## src/rtl/core/lpse_pkg.sv

```systemverilog
// ----------------------------------------------------------------------------
// lpse_pkg
// Shared types and constants for the single-wire LED pixel encoder.
// ----------------------------------------------------------------------------
package lpse_pkg;

    // Line phase
    typedef enum logic [1:0] {
        PH_IDLE = 2'd0,
        PH_GAP  = 2'd1,
        PH_HIGH = 2'd2,
        PH_LOW  = 2'd3
    } phase_t;

    // Result status codes
    localparam logic [1:0] STATUS_TICK    = 2'd0;
    localparam logic [1:0] STATUS_ACCEPT  = 2'd1;
    localparam logic [1:0] STATUS_REFUSED = 2'd2;

    // Input action codes
    localparam logic ACTION_PIXEL = 1'b0;
    localparam logic ACTION_TICK  = 1'b1;

    // Slot codes
    localparam logic [1:0] SLOT_WHITE = 2'd0;
    localparam logic [1:0] SLOT_RED   = 2'd1;
    localparam logic [1:0] SLOT_GREEN = 2'd2;
    localparam logic [1:0] SLOT_BLUE  = 2'd3;

    // Configuration register indexes
    localparam logic [2:0] CFG_ONE_HIGH  = 3'd0;
    localparam logic [2:0] CFG_ONE_LOW   = 3'd1;
    localparam logic [2:0] CFG_ZERO_HIGH = 3'd2;
    localparam logic [2:0] CFG_ZERO_LOW  = 3'd3;
    localparam logic [2:0] CFG_GAP       = 3'd4;
    localparam logic [2:0] CFG_ORDER     = 3'd5;
    localparam logic [2:0] CFG_COUNT     = 3'd6;

    // Register reset values
    localparam logic [11:0] RST_ONE_HIGH  = 12'd90;
    localparam logic [11:0] RST_ONE_LOW   = 12'd45;
    localparam logic [11:0] RST_ZERO_HIGH = 12'd40;
    localparam logic [11:0] RST_ZERO_LOW  = 12'd95;
    localparam logic [15:0] RST_GAP       = 16'd9600;
    localparam logic [7:0]  RST_ORDER     = 8'd54;
    localparam logic [2:0]  RST_COUNT     = 3'd4;

    localparam logic [2:0]  MAX_SLOTS     = 3'd4;

    // A pulse length of zero is raised to a length of one tick
    function automatic logic [15:0] at_least_one(input logic [11:0] v);
        at_least_one = (v == 12'd0) ? 16'd1 : {4'd0, v};
    endfunction

endpackage

```

## src/rtl/core/led_pixel_serial_encoder_core.sv

```systemverilog
// ----------------------------------------------------------------------------
// led_pixel_serial_encoder_core
// Encodes pixels into single-wire pulse trains; each tick item is one
// unit of the line timing.
// ----------------------------------------------------------------------------
//  Channel  | Dir | Signals                              | Content
//  ---------+-----+--------------------------------------+------------------------
//  s_*      | in  | s_tvalid s_tready s_tdata s_tuser    | pixel or tick item
//  m_*      | out | m_tvalid m_tready m_tdata m_tuser    | line level and status
//  cfg_*    | in  | cfg_valid cfg_ready cfg_index cfg_data | register writes
//
//  One item per cycle: the line state is updated at acceptance and the
//  result sits in an output register. An item is taken whenever that
//  register is empty or being drained in the same cycle, so m_tready
//  low stalls input by one register stage only. Reset (rst_n, async)
//  sets idle phase, clears out_valid and loads default config registers.
// ----------------------------------------------------------------------------
module led_pixel_serial_encoder_core
    import lpse_pkg::*;
(
    input  logic        clk,
    input  logic        rst_n,
    // input items
    input  logic        s_tvalid,
    output logic        s_tready,
    input  logic [23:0] s_tdata,   // red[7:0], green[15:8], blue[23:16]
    input  logic [1:0]  s_tuser,   // action[0], frame_start[1]
    // result items
    output logic        m_tvalid,
    input  logic        m_tready,
    output logic [7:0]  m_tdata,   // line[0], busy_res[1], zero[7:2]
    output logic [1:0]  m_tuser,   // status[1:0]
    // configuration writes
    input  logic        cfg_valid,
    output logic        cfg_ready,
    input  logic [2:0]  cfg_index,
    input  logic [15:0] cfg_data
);

    // Configuration registers
    logic [11:0] one_high_reg, one_low_reg, zero_high_reg, zero_low_reg;
    logic [15:0] gap_reg;
    logic [7:0]  order_reg;
    logic [2:0]  count_reg;

    // Line state
    phase_t      phase_reg, phase_next;
    logic [15:0] tick_reg, tick_next;
    logic [31:0] shift_reg, shift_next;
    logic [5:0]  bits_reg, bits_next;
    logic        bit_reg, bit_next;

    // Result register
    logic        out_valid_reg;
    logic        line_reg, line_next;
    logic        busy_reg, busy_next;
    logic [1:0]  status_reg, status_next;

    logic        accept;

    // Input item fields
    logic        action;
    logic        frame_start;
    logic [7:0]  red, green, blue;

    // Pixel assembly
    logic [2:0]  slots;
    logic [31:0] word;
    logic [15:0] tick_dec;

    // Start-of-bit helper inputs
    logic        do_begin;
    logic [31:0] src_shift;
    logic [5:0]  src_bits;

    assign action      = s_tuser[0];
    assign frame_start = s_tuser[1];
    assign red         = s_tdata[7:0];
    assign green       = s_tdata[15:8];
    assign blue        = s_tdata[23:16];

    assign s_tready  = !out_valid_reg || m_tready;
    assign accept    = s_tvalid && s_tready;
    assign cfg_ready = 1'b1;

    assign m_tvalid = out_valid_reg;
    assign m_tdata  = {6'd0, busy_reg, line_reg};
    assign m_tuser  = status_reg;

    // Configuration write
    always_ff @(posedge clk or negedge rst_n)
    begin
        if (!rst_n)
        begin
            one_high_reg  <= RST_ONE_HIGH;
            one_low_reg   <= RST_ONE_LOW;
            zero_high_reg <= RST_ZERO_HIGH;
            zero_low_reg  <= RST_ZERO_LOW;
            gap_reg       <= RST_GAP;
            order_reg     <= RST_ORDER;
            count_reg     <= RST_COUNT;
        end
        else if (cfg_valid)
        begin
            case (cfg_index)
                CFG_ONE_HIGH:  one_high_reg  <= cfg_data[11:0];
                CFG_ONE_LOW:   one_low_reg   <= cfg_data[11:0];
                CFG_ZERO_HIGH: zero_high_reg <= cfg_data[11:0];
                CFG_ZERO_LOW:  zero_low_reg  <= cfg_data[11:0];
                CFG_GAP:       gap_reg       <= cfg_data;
                CFG_ORDER:     order_reg     <= cfg_data[7:0];
                CFG_COUNT:     count_reg     <= cfg_data[2:0];
                default:       ;
            endcase
        end
    end

    // Colour bytes in slot order, slot 0 in the top byte
    always_comb
    begin
        logic [1:0] code;
        logic [7:0] byte_val;
        slots = (count_reg > MAX_SLOTS) ? MAX_SLOTS : count_reg;
        word  = 32'd0;
        for (int k = 0; k < 4; k++)
        begin
            code = order_reg[2*k +: 2];
            case (code)
                SLOT_RED:   byte_val = red;
                SLOT_GREEN: byte_val = green;
                SLOT_BLUE:  byte_val = blue;
                default:    byte_val = 8'd0;
            endcase
            if (3'(k) < slots)
                word[8*(3-k) +: 8] = byte_val;
        end
    end

    assign tick_dec = tick_reg - 16'd1;

    // Next line state
    always_comb
    begin
        phase_next  = phase_reg;
        tick_next   = tick_reg;
        shift_next  = shift_reg;
        bits_next   = bits_reg;
        bit_next    = bit_reg;
        status_next = STATUS_TICK;
        do_begin    = 1'b0;
        src_shift   = shift_reg;
        src_bits    = bits_reg;

        if (action == ACTION_PIXEL)
        begin
            if (phase_reg != PH_IDLE)
            begin
                status_next = STATUS_REFUSED;
            end
            else
            begin
                status_next = STATUS_ACCEPT;
                shift_next  = word;
                bits_next   = {slots, 3'd0};
                if (frame_start && gap_reg != 16'd0)
                begin
                    phase_next = PH_GAP;
                    tick_next  = gap_reg;
                end
                else
                begin
                    do_begin  = 1'b1;
                    src_shift = word;
                    src_bits  = {slots, 3'd0};
                end
            end
        end
        else if (phase_reg != PH_IDLE)
        begin
            tick_next = tick_dec;
            if (tick_dec == 16'd0)
            begin
                if (phase_reg == PH_HIGH)
                begin
                    phase_next = PH_LOW;
                    tick_next  = at_least_one(bit_reg ? one_low_reg : zero_low_reg);
                end
                else
                begin
                    do_begin = 1'b1;
                end
            end
        end

        // Start the next bit, or go idle when none is left
        if (do_begin)
        begin
            if (src_bits == 6'd0)
            begin
                phase_next = PH_IDLE;
                tick_next  = 16'd0;
                shift_next = src_shift;
                bits_next  = src_bits;
            end
            else
            begin
                bit_next   = src_shift[31];
                shift_next = {src_shift[30:0], 1'b0};
                bits_next  = src_bits - 6'd1;
                phase_next = PH_HIGH;
                tick_next  = at_least_one(src_shift[31] ? one_high_reg : zero_high_reg);
            end
        end

        line_next = (phase_next == PH_HIGH);
        busy_next = (phase_next != PH_IDLE);
    end

    // State update
    always_ff @(posedge clk or negedge rst_n)
    begin
        if (!rst_n)
        begin
            phase_reg <= PH_IDLE;
            tick_reg  <= 16'd0;
            shift_reg <= 32'd0;
            bits_reg  <= 6'd0;
            bit_reg   <= 1'b0;
        end
        else if (accept)
        begin
            phase_reg <= phase_next;
            tick_reg  <= tick_next;
            shift_reg <= shift_next;
            bits_reg  <= bits_next;
            bit_reg   <= bit_next;
        end
    end

    // Output register
    always_ff @(posedge clk or negedge rst_n)
    begin
        if (!rst_n)
            out_valid_reg <= 1'b0;
        else if (accept)
            out_valid_reg <= 1'b1;
        else if (m_tready)
            out_valid_reg <= 1'b0;
    end

    always_ff @(posedge clk)
    begin
        if (accept)
        begin
            line_reg   <= line_next;
            busy_reg   <= busy_next;
            status_reg <= status_next;
        end
    end

endmodule
```

## config.mk

```make
export PLATFORM = sky130hd
export DESIGN_NAME = led_pixel_serial_encoder_core
export DESIGN_NICKNAME = d
export VERILOG_FILES = /design/src/rtl/core/lpse_pkg.sv /design/src/rtl/core/led_pixel_serial_encoder_core.sv
export SDC_FILE = /design/constraint.sdc
export NUM_CORES = 1
export LEC_CHECK = 0
export BUFFER_PORTS_ARGS = -buffer_cell sky130_fd_sc_hd__buf_2
export CORE_ASPECT_RATIO = 1.5
export CORE_UTILIZATION = 33
export CTS_BUF_LIST = sky130_fd_sc_hd__clkbuf_8
export DETAILED_ROUTE_END_ITERATION = 7
export HOLD_SLACK_MARGIN = 0.03
export PLACE_DENSITY = 0.49
export SLEW_MARGIN = 15
export SYNTH_ARGS = -nofsm -noshare
export SYNTH_HDL_FRONTEND = slang
export SYNTH_SLANG_ARGS = --single-unit
```

## constraint.sdc

```tcl
create_clock -name clk -period 6.4 [get_ports clk]
set_input_delay 1.28 -clock clk [delete_from_list [all_inputs] [get_ports clk]]
set_output_delay 1.28 -clock clk [all_outputs]
set_load 0.1 [all_outputs]
```

**Word-level counts from Yosys, hierarchy flattened**

Cells that the tools add are included.

- Add/sub/neg operators: 2
- Order comparisons: 5
- Equality and inequality tests: 24
- Muxes and demuxes: 52
- Bitwise logic cells: 1
- Reduce and logical (&&, ||, !) cells: 24

Operator list:

| cell | count |
|---|---|
| $mux W32 | 7 |
| $mux W16 | 7 |
| $pmux W8 S3 | 4 |
| $mux W12 | 5 |
| $mux W6 | 7 |
| $mux W8 | 4 |
| $logic_not A12 Y1 | 2 |
| $eq A2 B2 Y1 const B | 10 |
| $mux W2 | 9 |
| $logic_not A16 Y1 | 1 |
| $reduce_bool A16 Y1 | 1 |
| $sub A16 B1 Y16 const B | 1 |
| $reduce_and A2 Y1 | 7 |
| $eq A3 B3 Y1 const B | 3 |
| $eq A2 B1 Y1 const B | 4 |
| $mux W1 | 8 |
| $eq A3 B2 Y1 const B | 2 |
| $logic_not A6 Y1 | 1 |
| $lt A1 B3 Y1 const A | 2 |
| $lt A2 B3 Y1 const A | 2 |
| $reduce_and A3 Y1 | 2 |
| $reduce_bool A2 Y1 | 3 |
| $sub A6 B1 Y6 const B | 1 |
| $reduce_and A4 Y1 | 1 |
| other kinds (13) | 14 |

- Register bits: 137
- Input bits: 50
- Word-level logic and storage cells: 124

**Logic depth before layout (Yosys ltp)**

- Depth after elaboration: 12
- Mapped depth: 16
- Depth with buffers taken out: 12

**Worst setup path after synthesis**

No wires, ideal clock.

- Path type: input port to flip-flop
- From: input s_tuser[0]
- To: register shift_reg[20]
- Arrival: 3.939 ns
- Data required time: 6.271 ns
- Slack: 2.331 ns
- Cell stages on the path: 16
- Cell sequence: inv_1 -> nand2_1 -> inv_1 -> nand2_1 -> clkbuf_1 -> nand2_1 -> ha_1 -> nand2_1 -> or3_1 -> clkbuf_1 -> o21a_1 -> buf_2 -> buf_2 -> mux2_1 -> a22oi_1 -> a2bb2oi_1

- Cells in the longest elaborated chain, start to end: 4

Ends and longest elaborated chain:

| element | line | source |
|---|---|---|
| start: declaration | led_pixel_serial_encoder_core.sv:27 | `input logic [1:0] s_tuser,` |
| $mux W6 | led_pixel_serial_encoder_core.sv:154 | `if (action == ACTION_PIXEL)` |
| $logic_not A6 Y1 | led_pixel_serial_encoder_core.sv:198 | `if (src_bits == 6'd0)` |
| $mux W32 | led_pixel_serial_encoder_core.sv:198 |  |
| $mux W32 | led_pixel_serial_encoder_core.sv:196 | `if (do_begin)` |
| end signal: assignment | led_pixel_serial_encoder_core.sv:234 | `shift_reg <= shift_next;` |
| end: declaration | led_pixel_serial_encoder_core.sv:49 | `logic [31:0] shift_reg, shift_next;` |

Several ways; a longest one is shown, not always the timed one.
A chain may end at the register's enable or synchronous reset.

**Worst setup path in the final report**

- From: input s_tuser[0]
- To: register bit_reg

- Cells in the longest elaborated chain, start to end: 4

Ends and longest elaborated chain:

| element | line | source |
|---|---|---|
| $mux W6 | led_pixel_serial_encoder_core.sv:154 |  |
| $logic_not A6 Y1 | led_pixel_serial_encoder_core.sv:198 |  |
| $not A1 Y1 (no source line) | - |  |
| $reduce_and A3 Y1 (no source line) | - |  |
| end signal: assignment | led_pixel_serial_encoder_core.sv:236 | `bit_reg <= bit_next;` |
| end: declaration | led_pixel_serial_encoder_core.sv:51 | `logic bit_reg, bit_next;` |

Several ways; a longest one is shown, not always the timed one.

==> summary.txt <==
Global route
  – GRT overflow: 0
  – Largest net degree at the start of global routing: 94
  – Tot GR Track Use: 0.216
  – First-pass GRT wire length: 43500 um
  – Vias in the first global route: 7163
  – Antenna violations before repair: 0

Yosys
  – Yosys cell types: 81
  – Post-Syn Area per Cell: 9.77 um^2
  – Post-synth EDFFs: 4
  – Cells after synthesis: 884
  – Synthesized flop and latch total: 137
  – Seq/Total Area, Yosys: 0.403
  – Cell area after synthesis: 8640 um^2
  – Post-synth ARST share: 0.971
  – Yosys warnings: 0
  – Top_reg_cell synth: dfrtp_1

Routing
  – Wirelength per Cell: 22.3 um
  – Drt first pass iters: 5
  – Vias per cell: 5.73
  – Vias: 7163
  – Routed WL: 27900 um
  – Post-DRT Antenna Nets: 0
  – DRT iter0 DRCs: 505
  – Residual DRC: 0

Timing
  – Rel. slew slack: 0.212
  – Final period utilization: 0.739
  – Slew @ Worst Pin: 1.18 ns
  – RSZ-0062 raised after global routing: false
  – Fmax: 212 MHz
  – Fin. max-slew vios: 0
  – Final Setup Violations: 0
  – Fin crit period: 4.73 ns
  – Final Hold Fails: 0
  – Setup TNS: 0 ns
  – Post-route setup slack: 1.67 ns
  – Clk_skew: 0.0240 ns
  – Hold WS: 0.511 ns

Clock network
  – CTS Buffer Depth: 2
  – TritonCTS clock tree: yes
  – Number of CTS-inserted buffers: 17
  – Clk root buf: clkbuf_8
  – CTS H-tree depth: 4
  – CTS Sinks: 137
  – Clk_lat worst skew: 0.47 ns
  – # hold bufs at CTS: 0
  – Clk slew on worst S/H paths: 0.09 ns
  – Number of setup buffers added after CTS: 0
  – CTS resizes: 0

Place
  – Post-DP HPWL: 20100 um
  – Place WS: 1.15 ns
  – RD Place Congestion: 0.820
  – IO Port Bufs: 55

Critical path
  – Worst EP arrival: 5.08 ns
  – Worst path required time: 6.76 ns
  – Kind of critical path: in -> reg
  – Critical-path maximum fanout: 29
  – Setup crit end kind: flop
  – Crit path launch type: input port

Power
  – Cell Pwr Density: 293 nW/um^2
  – Leakage: 3.75 nW
  – Sw Ratio: 0.343
  – NetSw: 0.000965 W
  – Peak supply drop: 0.178 mV
  – Logic gate share of total power: 0.254
  – Total power: 0.00282 W
  – Sequential Power Share: 0.434
  – Clock share of power: 0.312
  – Internal cell power: 0.00185 W

Floorplan
  – Die Ht: 200 um
  – Area of the core: 25800 um^2
  – Initial Utilization: 0.335
  – Number of cell rows: 72
  – Die W: 134 um
  – Ports: 63
  – Die footprint: 26800 um^2

Final layout
  – Reg area: 3480 um^2
  – Area of the multi-input gates: 4800 um^2
  – Share of layout cells above drive strength 1: 0.301
  – Largest register FFs: 32
  – Final net count: 957
  – Antenna Cells: 0
  – Area growth from synthesis to layout: 11.3%
  – Fillers: 2673

Outcome
  – Status: finished, final reports clean

Job
  – Max-Cap Viols: 0

Min path
  – Hold Path Class: reg -> reg
power by group through the flow:
stage,clock [W],sequential [W],combinational [W]
detailed placement,0,0.00124,0.000719
global placement,0,0.00124,0.000712
finish,0.000878,0.00122,0.000714
floorplan,0,0.00113,0.000569
global route,0.000941,0.00125,0.000777
CTS,0.000898,0.00122,0.000722
layout by cell type (no fill, tap or decap), drive strengths merged, types with 5 or more instances in the layout:
cell type / netlist / final
o21ai: 41 / 41
a21oi: 38 / 38
nor3: 19 / 19
dfstp: 25 / 25
conb: 2 / 7
a22oi: 28 / 28
a32oi: 6 / 6
o31ai: 12 / 12
nor2b: 6 / 6
nand3: 14 / 14
a31oi: 22 / 22
nor2: 45 / 45
mux2: 127 / 127
inv: 6 / 13
mux2i: 28 / 28
o311ai: 7 / 7
nor4: 11 / 11
or4: 8 / 8
o22ai: 6 / 6
nand2b: 6 / 6
dfrtp: 108 / 108
clkbuf: 51 / 17
or3: 9 / 9
buf: 26 / 73
bufinv: 0 / 6
o211ai: 14 / 14
nand2: 107 / 107
a31o: 6 / 6
xnor2: 10 / 10
o2111ai: 7 / 7
a21boi: 5 / 5
a211oi: 14 / 14
nand4: 8 / 8
worst max-delay path, cell delays in order:
cell and delay (ns):
buf_2 0.42, inv_1 0.36, nand2_1 0.22, inv_1 0.12
nand2_1 0.56, nand2_1 0.12, ha_1 0.30, nand2_1 0.11
or3_1 0.32, o21a_1 0.18, buf_4 0.31, nand3_2 0.35
mux2_1 0.41
Yosys cell counts (7+ instances only):
library cell	instances	area [um^2]
buf_2	9	45.0
dfrtp_1	108	2700
o211ai_1	14	105
a22oi_1	28	210
nor3_1	19	95.1
mux2_2	124	1400
a31oi_1	22	138
nor2_1	44	165
o21ai_0	32	160
nor4_1	11	68.8
or3_1	9	56.3
a21oi_1	36	180
a211oi_1	14	105
nand4_1	7	43.8
clkbuf_1	51	191
mux2i_1	28	280
nand2_1	107	402
xnor2_1	10	87.6
dfstp_2	25	657
buf_4	10	75.1
nand3_1	13	65.1
o31ai_1	12	90.1
o2111ai_1	7	61.3
metrics by stage:
step | instance area [um^2] | util | std cells
2_1_floorplan | 8660 | - | 889
3_3_place_gp | 9140 | 0.355 | 1218
3_5_place_dp | 9140 | 0.355 | 1218
4_1_cts | 9620 | 0.373 | 1250
5_1_grt | 9620 | 0.373 | 1250
6_report | 9620 | 0.373 | 1250
final cells by class:
| cell class | instances | share of cell area |
|---|---|---|
| clock buffers | 17 | 0.0243 |
| clock inverters | 15 | 0.0255 |
| inverters | 7 | 0.00273 |
| multi-input cells | 668 | 0.499 |
| flip-flops and latches | 137 | 0.362 |
| well taps | 333 | 0.0433 |
| repair buffers | 73 | 0.0433 |
routing by layer:
metal / vias to the layer above / wire, um / global-route usage
li1: 3349 / - / -
met1: 3622 / 10700 / 0.240
met2: 159 / 15600 / 0.402
met3: 33 / 693 / 0.0294
met4: 0 / 946 / 0.0931
met5: - / 0 / 0
worst paths after layout:
check	startpoint	endpoint	slack, ns	cells past startpoint
min	shift_reg[0]	shift_reg[0]	0.51	1
max in group asynchronous	rst_n	gap_reg[10]	4.35	2
max reg2reg	gap_reg[6]	bit_reg	1.90	11
min in group asynchronous	rst_n	order_reg[6]	0.90	1
min reg2reg	shift_reg[0]	shift_reg[0]	0.51	1
max	s_tuser[0]	bit_reg	1.67	13
logic make-up (layout without fill, tap and decap cells):
kind of cell / after synthesis / in the layout / share of synthesized area
AO/OA/AOI/OAI: 237 / 237 / 0.191
other: 2 / 7 / 0.000869
AND/OR/NAND/NOR: 253 / 253 / 0.143
multiplexers: 155 / 155 / 0.198
XOR/XNOR: 13 / 13 / 0.0132
adder cells (fa/ha/maj): 3 / 3 / 0.00434
flip-flops: 137 / 137 / 0.403
buffers and inverters: 84 / 112 / 0.0465
Note: power is estimated with default switching activity, not from simulation.
